$ cat src/rtl/cmaf_pkg.sv
// Shared types, constants and helpers for the centered moving average filter.
// No dependencies; cmaf_front, cmaf_back and the top level import this package.
package cmaf_pkg;

   localparam int WIN_W  = 4;   // window length register
   localparam int HALF_W = 3;   // half width, at most (15-1)/2 = 7
   localparam int DIV_W  = 4;   // divisor 2h+1, at most 15

   localparam logic [WIN_W-1:0] WINDOW_RESET = 4'd5;

   typedef struct packed {
      logic [HALF_W-1:0] half;
      logic              last_out;
   } job_type;

   // Half width from the window length: length 0 acts as 1, even lengths truncate.
   function automatic logic [HALF_W-1:0] half_width(input logic [WIN_W-1:0] win,
                                                    input int unsigned max_half);
      logic [WIN_W-1:0] t;
      t = (win == '0) ? '0 : ((win - WIN_W'(1)) >> 1);
      if (int'(t) > int'(max_half)) begin
         return HALF_W'(max_half);
      end
      return t[HALF_W-1:0];
   endfunction

endpackage

$ cat src/rtl/cmaf_queue.sv
// Small job queue between the front and back parts of the filter.
// Depends on nothing; the top level picks the entry width.
module cmaf_queue #(
   parameter int WIDTH = 8,
   parameter int DEPTH = 4
) (
   input  logic             clock,
   input  logic             reset,
   input  logic             push,
   input  logic [WIDTH-1:0] push_data,
   input  logic             pop,
   output logic [WIDTH-1:0] pop_data,
   output logic             full,
   output logic             empty
);
   localparam int PTR_W = (DEPTH > 1) ? $clog2(DEPTH) : 1;
   localparam int CNT_W = $clog2(DEPTH + 1);

   logic [WIDTH-1:0] mem_ff [DEPTH];
   logic [PTR_W-1:0] wr_ptr_ff, wr_ptr_in;
   logic [PTR_W-1:0] rd_ptr_ff, rd_ptr_in;
   logic [CNT_W-1:0] count_ff, count_in;
   logic             do_push, do_pop;

   assign full     = (count_ff == CNT_W'(DEPTH));
   assign empty    = (count_ff == '0);
   assign do_push  = push && !full;
   assign do_pop   = pop && !empty;
   assign pop_data = mem_ff[rd_ptr_ff];

   always_comb begin
      wr_ptr_in = wr_ptr_ff;
      rd_ptr_in = rd_ptr_ff;
      count_in  = count_ff;
      if (do_push) begin
         wr_ptr_in = (wr_ptr_ff == PTR_W'(DEPTH - 1)) ? '0 : wr_ptr_ff + PTR_W'(1);
      end
      if (do_pop) begin
         rd_ptr_in = (rd_ptr_ff == PTR_W'(DEPTH - 1)) ? '0 : rd_ptr_ff + PTR_W'(1);
      end
      if (do_push && !do_pop) begin
         count_in = count_ff + CNT_W'(1);
      end else if (do_pop && !do_push) begin
         count_in = count_ff - CNT_W'(1);
      end
   end

   always_ff @(posedge clock) begin
      if (do_push) begin
         mem_ff[wr_ptr_ff] <= push_data;
      end
   end

   always_ff @(posedge clock) begin
      if (reset) begin
         wr_ptr_ff <= '0;
         rd_ptr_ff <= '0;
         count_ff  <= '0;
      end else begin
         wr_ptr_ff <= wr_ptr_in;
         rd_ptr_ff <= rd_ptr_in;
         count_ff  <= count_in;
      end
   end
endmodule

$ cat src/rtl/cmaf_front.sv
// Front part: accepts samples, keeps the sample history and stream counters,
// and releases one averaging job per cycle into the queue while it is not full. Uses cmaf_pkg.
module cmaf_front #(
   parameter int MAX_HALF_WINDOW = 7,
   parameter int SAMPLE_BITS     = 16
) (
   input  logic                                          clock,
   input  logic                                          reset,
   input  logic                                          req_valid,
   output logic                                          req_ready,
   input  logic signed [SAMPLE_BITS-1:0]                 req_sample,
   input  logic                                          req_is_last,
   input  logic [cmaf_pkg::WIN_W-1:0]                    window_size,
   input  logic                                          hist_busy,
   input  logic                                          q_full,
   input  logic                                          q_empty,
   output logic                                          push,
   output logic [$clog2(MAX_HALF_WINDOW+2)-1:0]          push_off,
   output cmaf_pkg::job_type                             push_job,
   input  logic [$clog2(2*MAX_HALF_WINDOW+1)-1:0]        hist_idx,
   output logic signed [SAMPLE_BITS-1:0]                 hist_data
);
   import cmaf_pkg::*;

   localparam int HIST_DEPTH  = 2 * MAX_HALF_WINDOW + 1;
   localparam int COUNT_CAP   = 2 * MAX_HALF_WINDOW + 1;
   localparam int PENDING_CAP = MAX_HALF_WINDOW + 1;
   localparam int CNT_W       = $clog2(COUNT_CAP + 1);
   localparam int PEND_W      = $clog2(PENDING_CAP + 1);
   localparam int MW          = (CNT_W > HALF_W) ? CNT_W : HALF_W;

   logic signed [SAMPLE_BITS-1:0] hist_ff [HIST_DEPTH];
   logic [CNT_W-1:0]  rc_ff, rc_in;
   logic [PEND_W-1:0] pend_ff, pend_in;
   logic              gen_ff, gen_in;
   logic              last_ff, last_in;

   logic              accept;
   logic [HALF_W-1:0] hw, h0, h;
   logic [PEND_W-1:0] off;
   logic [CNT_W-1:0]  jlow;
   logic              emit, stop, stop_now;

   assign req_ready = !gen_ff && q_empty && !hist_busy;
   assign accept    = req_valid && req_ready;
   assign hist_data = (int'(hist_idx) < HIST_DEPTH) ? hist_ff[hist_idx] : '0;

   // Decide the next output of the current sample: emit it, or stop.
   always_comb begin
      hw   = half_width(window_size, MAX_HALF_WINDOW);
      off  = pend_ff - PEND_W'(1);
      jlow = (rc_ff >= CNT_W'(pend_ff)) ? rc_ff - CNT_W'(pend_ff) : '0;
      h0   = (MW'(hw) < MW'(jlow)) ? hw : HALF_W'(jlow);
      h    = h0;
      emit = 1'b0;
      stop = 1'b0;
      if (pend_ff == '0) begin
         stop = 1'b1;
      end else if (last_ff) begin
         if (MW'(off) < MW'(h0)) begin
            h = HALF_W'(off);
         end
         emit = 1'b1;
      end else if (MW'(off) < MW'(h0)) begin
         stop = 1'b1;
      end else begin
         emit = 1'b1;
      end
   end

   assign push              = gen_ff && emit && !q_full;
   assign stop_now          = gen_ff && stop;
   assign push_off          = off;
   assign push_job.half     = h;
   assign push_job.last_out = last_ff && (pend_ff == PEND_W'(1));

   always_comb begin
      rc_in   = rc_ff;
      pend_in = pend_ff;
      gen_in  = gen_ff;
      last_in = last_ff;
      if (accept) begin
         rc_in   = (int'(rc_ff) < COUNT_CAP) ? rc_ff + CNT_W'(1) : rc_ff;
         pend_in = (int'(pend_ff) < PENDING_CAP) ? pend_ff + PEND_W'(1) : pend_ff;
         gen_in  = 1'b1;
         last_in = req_is_last;
      end else if (push) begin
         pend_in = pend_ff - PEND_W'(1);
      end else if (stop_now) begin
         gen_in = 1'b0;
         if (last_ff) begin
            rc_in   = '0;
            pend_in = '0;
         end
      end
   end

   // Shift the history, newest at entry 0.
   always_ff @(posedge clock) begin
      if (accept) begin
         hist_ff[0] <= req_sample;
         for (int i = 1; i < HIST_DEPTH; i++) begin
            hist_ff[i] <= hist_ff[i-1];
         end
      end
   end

   always_ff @(posedge clock) begin
      if (reset) begin
         rc_ff   <= '0;
         pend_ff <= '0;
         gen_ff  <= 1'b0;
         last_ff <= 1'b0;
      end else begin
         rc_ff   <= rc_in;
         pend_ff <= pend_in;
         gen_ff  <= gen_in;
         last_ff <= last_in;
      end
   end
endmodule

$ cat src/rtl/cmaf_back.sv
// Back part: pops jobs, sums the window serially from the front's history,
// divides by 2h+1 one bit a cycle and drives the result register. Uses cmaf_pkg.
module cmaf_back #(
   parameter int MAX_HALF_WINDOW = 7,
   parameter int SAMPLE_BITS     = 16
) (
   input  logic                                                         clock,
   input  logic                                                         reset,
   input  logic                                                         q_empty,
   input  logic [$clog2(MAX_HALF_WINDOW+2)+$bits(cmaf_pkg::job_type)-1:0] q_data,
   output logic                                                         pop,
   output logic                                                         hist_busy,
   output logic [$clog2(2*MAX_HALF_WINDOW+1)-1:0]                       hist_idx,
   input  logic signed [SAMPLE_BITS-1:0]                                hist_data,
   output logic                                                         rsp_valid,
   input  logic                                                         rsp_ready,
   output logic signed [SAMPLE_BITS-1:0]                                rsp_average,
   output logic                                                         rsp_last_out
);
   import cmaf_pkg::*;

   localparam int PEND_W = $clog2(MAX_HALF_WINDOW + 2);
   localparam int IDX_W  = $clog2(2 * MAX_HALF_WINDOW + 1);
   localparam int JOB_W  = $bits(job_type);
   localparam int SUM_W  = SAMPLE_BITS + DIV_W;
   localparam int DC_W   = $clog2(SUM_W);

   localparam logic [2:0] ST_IDLE  = 3'd0;
   localparam logic [2:0] ST_ACC   = 3'd1;
   localparam logic [2:0] ST_PREP  = 3'd2;
   localparam logic [2:0] ST_DIV   = 3'd3;
   localparam logic [2:0] ST_WRITE = 3'd4;

   logic [2:0]               state_ff, state_in;
   logic [IDX_W-1:0]         idx_ff, idx_in;
   logic [DIV_W-1:0]         left_ff, left_in;
   logic [DIV_W-1:0]         div_ff, div_in;
   logic                     last_ff, last_in;
   logic signed [SUM_W-1:0]  sum_ff, sum_in;
   logic [SUM_W-1:0]         mag_ff, mag_in;
   logic                     neg_ff, neg_in;
   logic [DIV_W-1:0]         rem_ff, rem_in;
   logic [DC_W-1:0]          dcnt_ff, dcnt_in;
   logic                     rvalid_ff, rvalid_in;
   logic signed [SAMPLE_BITS-1:0] ravg_ff, ravg_in;
   logic                     rlast_ff, rlast_in;

   logic [PEND_W-1:0]        job_off;
   job_type                  job;
   logic [DIV_W:0]           trial;
   logic [SUM_W-1:0]         quot;

   assign job_off      = q_data[PEND_W+JOB_W-1:JOB_W];
   assign job          = q_data[JOB_W-1:0];
   assign pop          = (state_ff == ST_IDLE) && !q_empty;
   assign hist_busy    = (state_ff == ST_ACC);
   assign hist_idx     = idx_ff;
   assign rsp_valid    = rvalid_ff;
   assign rsp_average  = ravg_ff;
   assign rsp_last_out = rlast_ff;
   assign trial        = {rem_ff, mag_ff[SUM_W-1]};

   always_comb begin
      state_in  = state_ff;
      idx_in    = idx_ff;
      left_in   = left_ff;
      div_in    = div_ff;
      last_in   = last_ff;
      sum_in    = sum_ff;
      mag_in    = mag_ff;
      neg_in    = neg_ff;
      rem_in    = rem_ff;
      dcnt_in   = dcnt_ff;
      rvalid_in = rvalid_ff && !rsp_ready;
      ravg_in   = ravg_ff;
      rlast_in  = rlast_ff;
      quot      = neg_ff ? -mag_ff : mag_ff;
      unique case (state_ff)
         ST_IDLE: begin
            if (!q_empty) begin
               idx_in   = IDX_W'(job_off) - IDX_W'(job.half);
               left_in  = {job.half, 1'b0};
               div_in   = {job.half, 1'b1};
               last_in  = job.last_out;
               sum_in   = '0;
               state_in = ST_ACC;
            end
         end
         ST_ACC: begin
            // accumulate one history entry per cycle, lowest index first
            sum_in = sum_ff + SUM_W'(hist_data);
            idx_in = idx_ff + IDX_W'(1);
            if (left_ff == '0) begin
               state_in = ST_PREP;
            end else begin
               left_in = left_ff - DIV_W'(1);
            end
         end
         ST_PREP: begin
            neg_in   = sum_ff[SUM_W-1];
            mag_in   = sum_ff[SUM_W-1] ? SUM_W'(-sum_ff) : SUM_W'(sum_ff);
            rem_in   = '0;
            dcnt_in  = DC_W'(SUM_W - 1);
            state_in = ST_DIV;
         end
         ST_DIV: begin
            // restoring division, quotient bits shift into the magnitude
            if (trial >= {1'b0, div_ff}) begin
               rem_in = DIV_W'(trial - {1'b0, div_ff});
               mag_in = {mag_ff[SUM_W-2:0], 1'b1};
            end else begin
               rem_in = trial[DIV_W-1:0];
               mag_in = {mag_ff[SUM_W-2:0], 1'b0};
            end
            if (dcnt_ff == '0) begin
               state_in = ST_WRITE;
            end else begin
               dcnt_in = dcnt_ff - DC_W'(1);
            end
         end
         ST_WRITE: begin
            if (!rvalid_ff || rsp_ready) begin
               rvalid_in = 1'b1;
               ravg_in   = quot[SAMPLE_BITS-1:0];
               rlast_in  = last_ff;
               state_in  = ST_IDLE;
            end
         end
         default: begin
            state_in = ST_IDLE;
         end
      endcase
   end

   always_ff @(posedge clock) begin
      idx_ff  <= idx_in;
      left_ff <= left_in;
      div_ff  <= div_in;
      last_ff <= last_in;
      sum_ff  <= sum_in;
      mag_ff  <= mag_in;
      neg_ff  <= neg_in;
      rem_ff  <= rem_in;
      dcnt_ff <= dcnt_in;
      ravg_ff <= ravg_in;
      rlast_ff <= rlast_in;
   end

   always_ff @(posedge clock) begin
      if (reset) begin
         state_ff  <= ST_IDLE;
         rvalid_ff <= 1'b0;
      end else begin
         state_ff  <= state_in;
         rvalid_ff <= rvalid_in;
      end
   end
endmodule

$ cat src/rtl/centered_moving_average_filter.sv
// Top level of the centered moving average filter with shrinking edges.
// Depends on cmaf_pkg, cmaf_front, cmaf_queue and cmaf_back.
//
//   channel | ports                               | direction | moves
//   --------+-------------------------------------+-----------+---------------------------
//   req     | req_valid req_ready req_sample      | in        | one sample word
//           | req_is_last                         |           |
//   rsp     | rsp_valid rsp_ready rsp_average     | out       | one average word
//           | rsp_last_out                        |           |
//   csr     | csr_valid csr_ready csr_data        | in        | window length word
//
// Each output pops its job, sums the 2h+1 window entries, takes the magnitude,
// runs the bit-serial divider over the SAMPLE_BITS+4 bit sum and loads the
// result register. Accept a sample only once the front has released its jobs
// and the back is done reading the history. Reset clears counters, queue and
// handshake state and sets the window length to its reset value, nothing else.
// A stalled rsp side holds the result register, the back, the queue, then req.
module centered_moving_average_filter #(
   parameter int MAX_HALF_WINDOW = 7,
   parameter int SAMPLE_BITS     = 16
) (
   input  logic                          clock,
   input  logic                          reset,
   input  logic                          req_valid,
   output logic                          req_ready,
   input  logic signed [SAMPLE_BITS-1:0] req_sample,
   input  logic                          req_is_last,
   output logic                          rsp_valid,
   input  logic                          rsp_ready,
   output logic signed [SAMPLE_BITS-1:0] rsp_average,
   output logic                          rsp_last_out,
   input  logic                          csr_valid,
   output logic                          csr_ready,
   input  logic [cmaf_pkg::WIN_W-1:0]    csr_data
);
   import cmaf_pkg::*;

   localparam int PEND_W  = $clog2(MAX_HALF_WINDOW + 2);
   localparam int IDX_W   = $clog2(2 * MAX_HALF_WINDOW + 1);
   localparam int ENTRY_W = PEND_W + $bits(job_type);
   localparam int Q_DEPTH = 4;

   logic [WIN_W-1:0]              window_size_ff;
   logic                          hist_busy;
   logic                          q_full, q_empty, q_push, q_pop;
   logic [PEND_W-1:0]             push_off;
   job_type                       push_job;
   logic [ENTRY_W-1:0]            q_data;
   logic [IDX_W-1:0]              hist_idx;
   logic signed [SAMPLE_BITS-1:0] hist_data;

   // Take window writes at any time; the user must issue them only while idle, the block does not enforce it.
   assign csr_ready = 1'b1;

   always_ff @(posedge clock) begin
      if (reset) begin
         window_size_ff <= WINDOW_RESET;
      end else if (csr_valid && csr_ready) begin
         window_size_ff <= csr_data;
      end
   end

   cmaf_front #(
      .MAX_HALF_WINDOW(MAX_HALF_WINDOW),
      .SAMPLE_BITS    (SAMPLE_BITS)
   ) u_front (
      .clock      (clock),
      .reset      (reset),
      .req_valid  (req_valid),
      .req_ready  (req_ready),
      .req_sample (req_sample),
      .req_is_last(req_is_last),
      .window_size(window_size_ff),
      .hist_busy  (hist_busy),
      .q_full     (q_full),
      .q_empty    (q_empty),
      .push       (q_push),
      .push_off   (push_off),
      .push_job   (push_job),
      .hist_idx   (hist_idx),
      .hist_data  (hist_data)
   );

   // Jobs carry the output's offset back from the newest sample and its width.
   cmaf_queue #(
      .WIDTH(ENTRY_W),
      .DEPTH(Q_DEPTH)
   ) u_queue (
      .clock    (clock),
      .reset    (reset),
      .push     (q_push),
      .push_data({push_off, push_job}),
      .pop      (q_pop),
      .pop_data (q_data),
      .full     (q_full),
      .empty    (q_empty)
   );

   cmaf_back #(
      .MAX_HALF_WINDOW(MAX_HALF_WINDOW),
      .SAMPLE_BITS    (SAMPLE_BITS)
   ) u_back (
      .clock       (clock),
      .reset       (reset),
      .q_empty     (q_empty),
      .q_data      (q_data),
      .pop         (q_pop),
      .hist_busy   (hist_busy),
      .hist_idx    (hist_idx),
      .hist_data   (hist_data),
      .rsp_valid   (rsp_valid),
      .rsp_ready   (rsp_ready),
      .rsp_average (rsp_average),
      .rsp_last_out(rsp_last_out)
   );
endmodule
$ cat config.mk
export PLATFORM = sky130hd
export DESIGN_NAME = centered_moving_average_filter
export DESIGN_NICKNAME = d
export VERILOG_FILES = /design/src/rtl/cmaf_pkg.sv /design/src/rtl/cmaf_queue.sv /design/src/rtl/cmaf_front.sv /design/src/rtl/cmaf_back.sv /design/src/rtl/centered_moving_average_filter.sv
export SDC_FILE = /design/constraint.sdc
export NUM_CORES = 1
export LEC_CHECK = 0
export ABC_AREA = 1
export ABC_CLOCK_PERIOD_IN_PS = 6300
export BUFFER_PORTS_ARGS = -buffer_cell sky130_fd_sc_hd__buf_2
export CORE_MARGIN = 2
export CORE_UTILIZATION = 54
export DETAILED_ROUTE_END_ITERATION = 6
export GPL_ROUTABILITY_DRIVEN = 0
export MAX_ROUTING_LAYER = met4
export PLACE_DENSITY = 0.8
export SLEW_MARGIN = 20
export SYNTH_ARGS = -nofsm -noshare
export SYNTH_HDL_FRONTEND = slang
export SYNTH_HIERARCHICAL = 1
export SYNTH_SLANG_ARGS = --single-unit
$ cat constraint.sdc
create_clock -name clock -period 6.3 [get_ports clock]
set_clock_uncertainty 0.1 [all_clocks]
set_input_delay 0.315 -clock clock [delete_from_list [all_inputs] [get_ports clock]]
set_output_delay 0.315 -clock clock [all_outputs]
set_load 0.03 [all_outputs]
==> impl_metrics.env <==
export IMPL_cts_made_buffers=41
export IMPL_slew_headroom_pct=34.7
export IMPL_critPathBufInv=6
export IMPL_drc_errors=0
export IMPL_yosysUniqueCellTypes=54
export IMPL_drive_above_1_share_pct=10.0
export IMPL_cts_sinks=378
export IMPL_track_usage_pct=22.3
export IMPL_synth_main_ff_cell="edfxtp_1"
export IMPL_grt_pass1_wl_um=59500
export IMPL_muxShareOfSynthArea_pct=0.112
export IMPL_max_cap_violations=0
export IMPL_syn_nets=1784
export IMPL_outcome="finished, final reports clean"
export IMPL_grt_max_degree=173
export IMPL_synthSimpleGateAreaFrac_pct=16.0
export IMPL_syn_avg_cell_area_um2=10.5
export IMPL_async_reset_ff_share_pct=0
export IMPL_crit_type="flop to flop"
export IMPL_setup_viol=0
export IMPL_fin_crit_ns=4.40
export IMPL_dieWidth_um=186
export IMPL_yosysWarnings=6
export IMPL_cts_root_buffer="clkbuf_16"
export IMPL_syn_to_final_growth_pct=12.4
export IMPL_synth_edff_count=351
export IMPL_dr_pass1_iters=5
export IMPL_synth_xor_area_share_pct=1.62
export IMPL_crit_fanout=7
export IMPL_cts_resized=0
export IMPL_std_cell_rows=66
export IMPL_initial_core_util_pct=54.8
export IMPL_post_drt_wl_per_cell_um=16.5
export IMPL_path_clk_slew_ns=0.06
export IMPL_cp_arrival_ns=4.74
export IMPL_antenna_found_initial=0
export IMPL_viasPerCell=5.62
export IMPL_slowest_stage="dfxtp_1"
export IMPL_drt_iter0_markers=1258
export IMPL_fp_dieArea_mm2=0.0345
export IMPL_grt_ovfl_total=0
export IMPL_cp_top_family="adder cells"
export IMPL_h_tree_depth=2
export IMPL_tns_ns=0
export IMPL_diodes=0
export IMPL_netlist_area_mm2=0.0178
export IMPL_vias=12600
export IMPL_final_common_cell="edfxtp_1"
export IMPL_hpwl_um=23500
export IMPL_syn_inst=1703
export IMPL_core_area_mm2=0.0325
export IMPL_synth_adder_area_share_pct=4.07
export IMPL_fin_crit_sh_pct=69.9
export IMPL_nNetsFinal=1854
export IMPL_rsz0062_at_grt="false"
export IMPL_crit_path_end_kind="flop"
export IMPL_cts_tree="done"
export IMPL_clockBufferDepth=3
export IMPL_synth_compound_area_share_pct=11.1
export IMPL_io_pins=46
export IMPL_final_cell_mix="351 x edfxtp_1, 286 x nand2_1, 259 x nor2_1"
export IMPL_ys_seq_area_share_pct=62.1
export IMPL_min_path_type="primary input to flop"
export IMPL_timing_fmax_mhz=227
export IMPL_ys_ff_latch=378
export IMPL_worst_slew_pin_slew_ns=0.979
export IMPL_num_fill_cells=2535
export IMPL_drt_total_wl_um=37000
export IMPL_synth_top_family_by_area="simple AND/OR/NAND/NOR gates"
export IMPL_drv_slew=0
export IMPL_grt_pass1_vias=12000
export IMPL_cp_start_kind="flop"
export IMPL_hold_viol_final=0
export IMPL_port_buffers=44
export IMPL_antenna_left=0
export IMPL_fp_dieH_um=186
export IMPL_critPathRequiredTime_ns=6.64
export IMPL_clock_latency_ns=0.56
export IMPL_max_stage_delay_ns=0.45
export IMPL_cts_setup_buffers=0
## flip-flops by register name (all words and copies together) (netlist names), named ones only
signal               cells
u_back/div_ff            3
u_back/left_ff           4
u_back/sum_ff           20
u_front/pend_ff          4
u_back/rsp_average      16
u_back/rsp_last_out      1
u_front/hist_ff        240
u_back/dcnt_ff           5
u_back/hist_idx          4
u_back/rsp_valid         1
u_queue/rd_ptr_ff        2
window_size_ff           4
u_front/gen_ff           1
u_back/rem_ff            4
u_queue/mem_ff          32
u_queue/count_ff         3
u_queue/wr_ptr_ff        2
u_back/mag_ff           20
u_back/last_ff           1
u_front/last_ff          1
u_back/state_ff          3
u_back/neg_ff            1
u_front/rc_ff            4
## metrics by stage
step,setup slack (ns),util (%),instances,cell area (um^2),hold WS (ns)
detailed placement,1.95,56.8,2145,18500,0.325
global route,1.54,61.6,2246,20100,0.0256
finish,1.90,61.6,2246,20100,0.0181
floorplan,0.944,-,1703,17800,0.284
global placement,2.20,56.8,2145,18500,0.303
CTS,1.91,61.6,2246,20100,0.00795
## path summary, 6_finish.rpt
path,start,end,slack [ns],cells after the start
setup / recovery,u_front/pend_ff[0],u_queue/count_ff[1],1.90,28
setup reg to reg,u_front/pend_ff[0],u_queue/count_ff[1],1.90,28
hold / removal,reset,u_queue/count_ff[0],0.02,2
hold reg to reg,u_back/last_ff,u_back/rsp_last_out,0.33,0
## synth_stat cells (26+ instances only)
master | n | area [um^2]
nor2_1 | 259 | 972
inv_1 | 147 | 552
o22ai_1 | 36 | 225
ha_1 | 50 | 626
nand3_1 | 62 | 310
xor2_1 | 26 | 228
edfxtp_1 | 351 | 10500
dfxtp_1 | 27 | 541
o21ai_0 | 176 | 881
nand2_1 | 286 | 1070
a21oi_1 | 63 | 315
clkbuf_1 | 39 | 146
## cell type report
type	instances	area (um^2)	area share [%]
multi-input combinational	1108	5890	29.4
inverter	161	608	3.03
timing repair buffer	83	606	3.02
tap	442	553	2.76
clock inverter	22	240	1.20
sequential	378	11100	55.2
clock buffer	52	1080	5.37
## routing by layer
metal  part of all wire (%)  global-route usage, %  up-vias
met3                    7.0                   3.13       68
met1                     43                   29.3     6014
met2                     48                   36.6      476
li1                       -                      -     6066
met4                    1.9                   6.11        0
met5                      0                      -        -
## worst register-to-register path: cells and delay by family (launching register included)
family                   cells  cell delay, ns
flip-flops                   1            0.45
AO/OA/AOI/OAI                2            0.42
AND/OR/NAND/NOR             14            1.12
buffers and inverters        6            0.44
adder cells (fa/ha/maj)      6            1.75
## timing repair
item	in CTS	in global routing
hold buffers	27	0
setup endpoints to repair	0	0
endpoints found under the hold margin	22	0
## kinds of logic after synthesis
| family | Yosys count |
|---|---|
| muxes | 2 |
| and+or+nand+nor | 675 |
| adders and majority gates | 55 |
| other | 1 |
| buffers and inverters | 217 |
| xor gates and xnor gates | 33 |
| AOI/OAI and AO/OA | 342 |
| DFF | 378 |
Power is left out: the tool's default activity adds up to more than one toggle a clock period on the data nets, which glitch-free logic cannot reach.
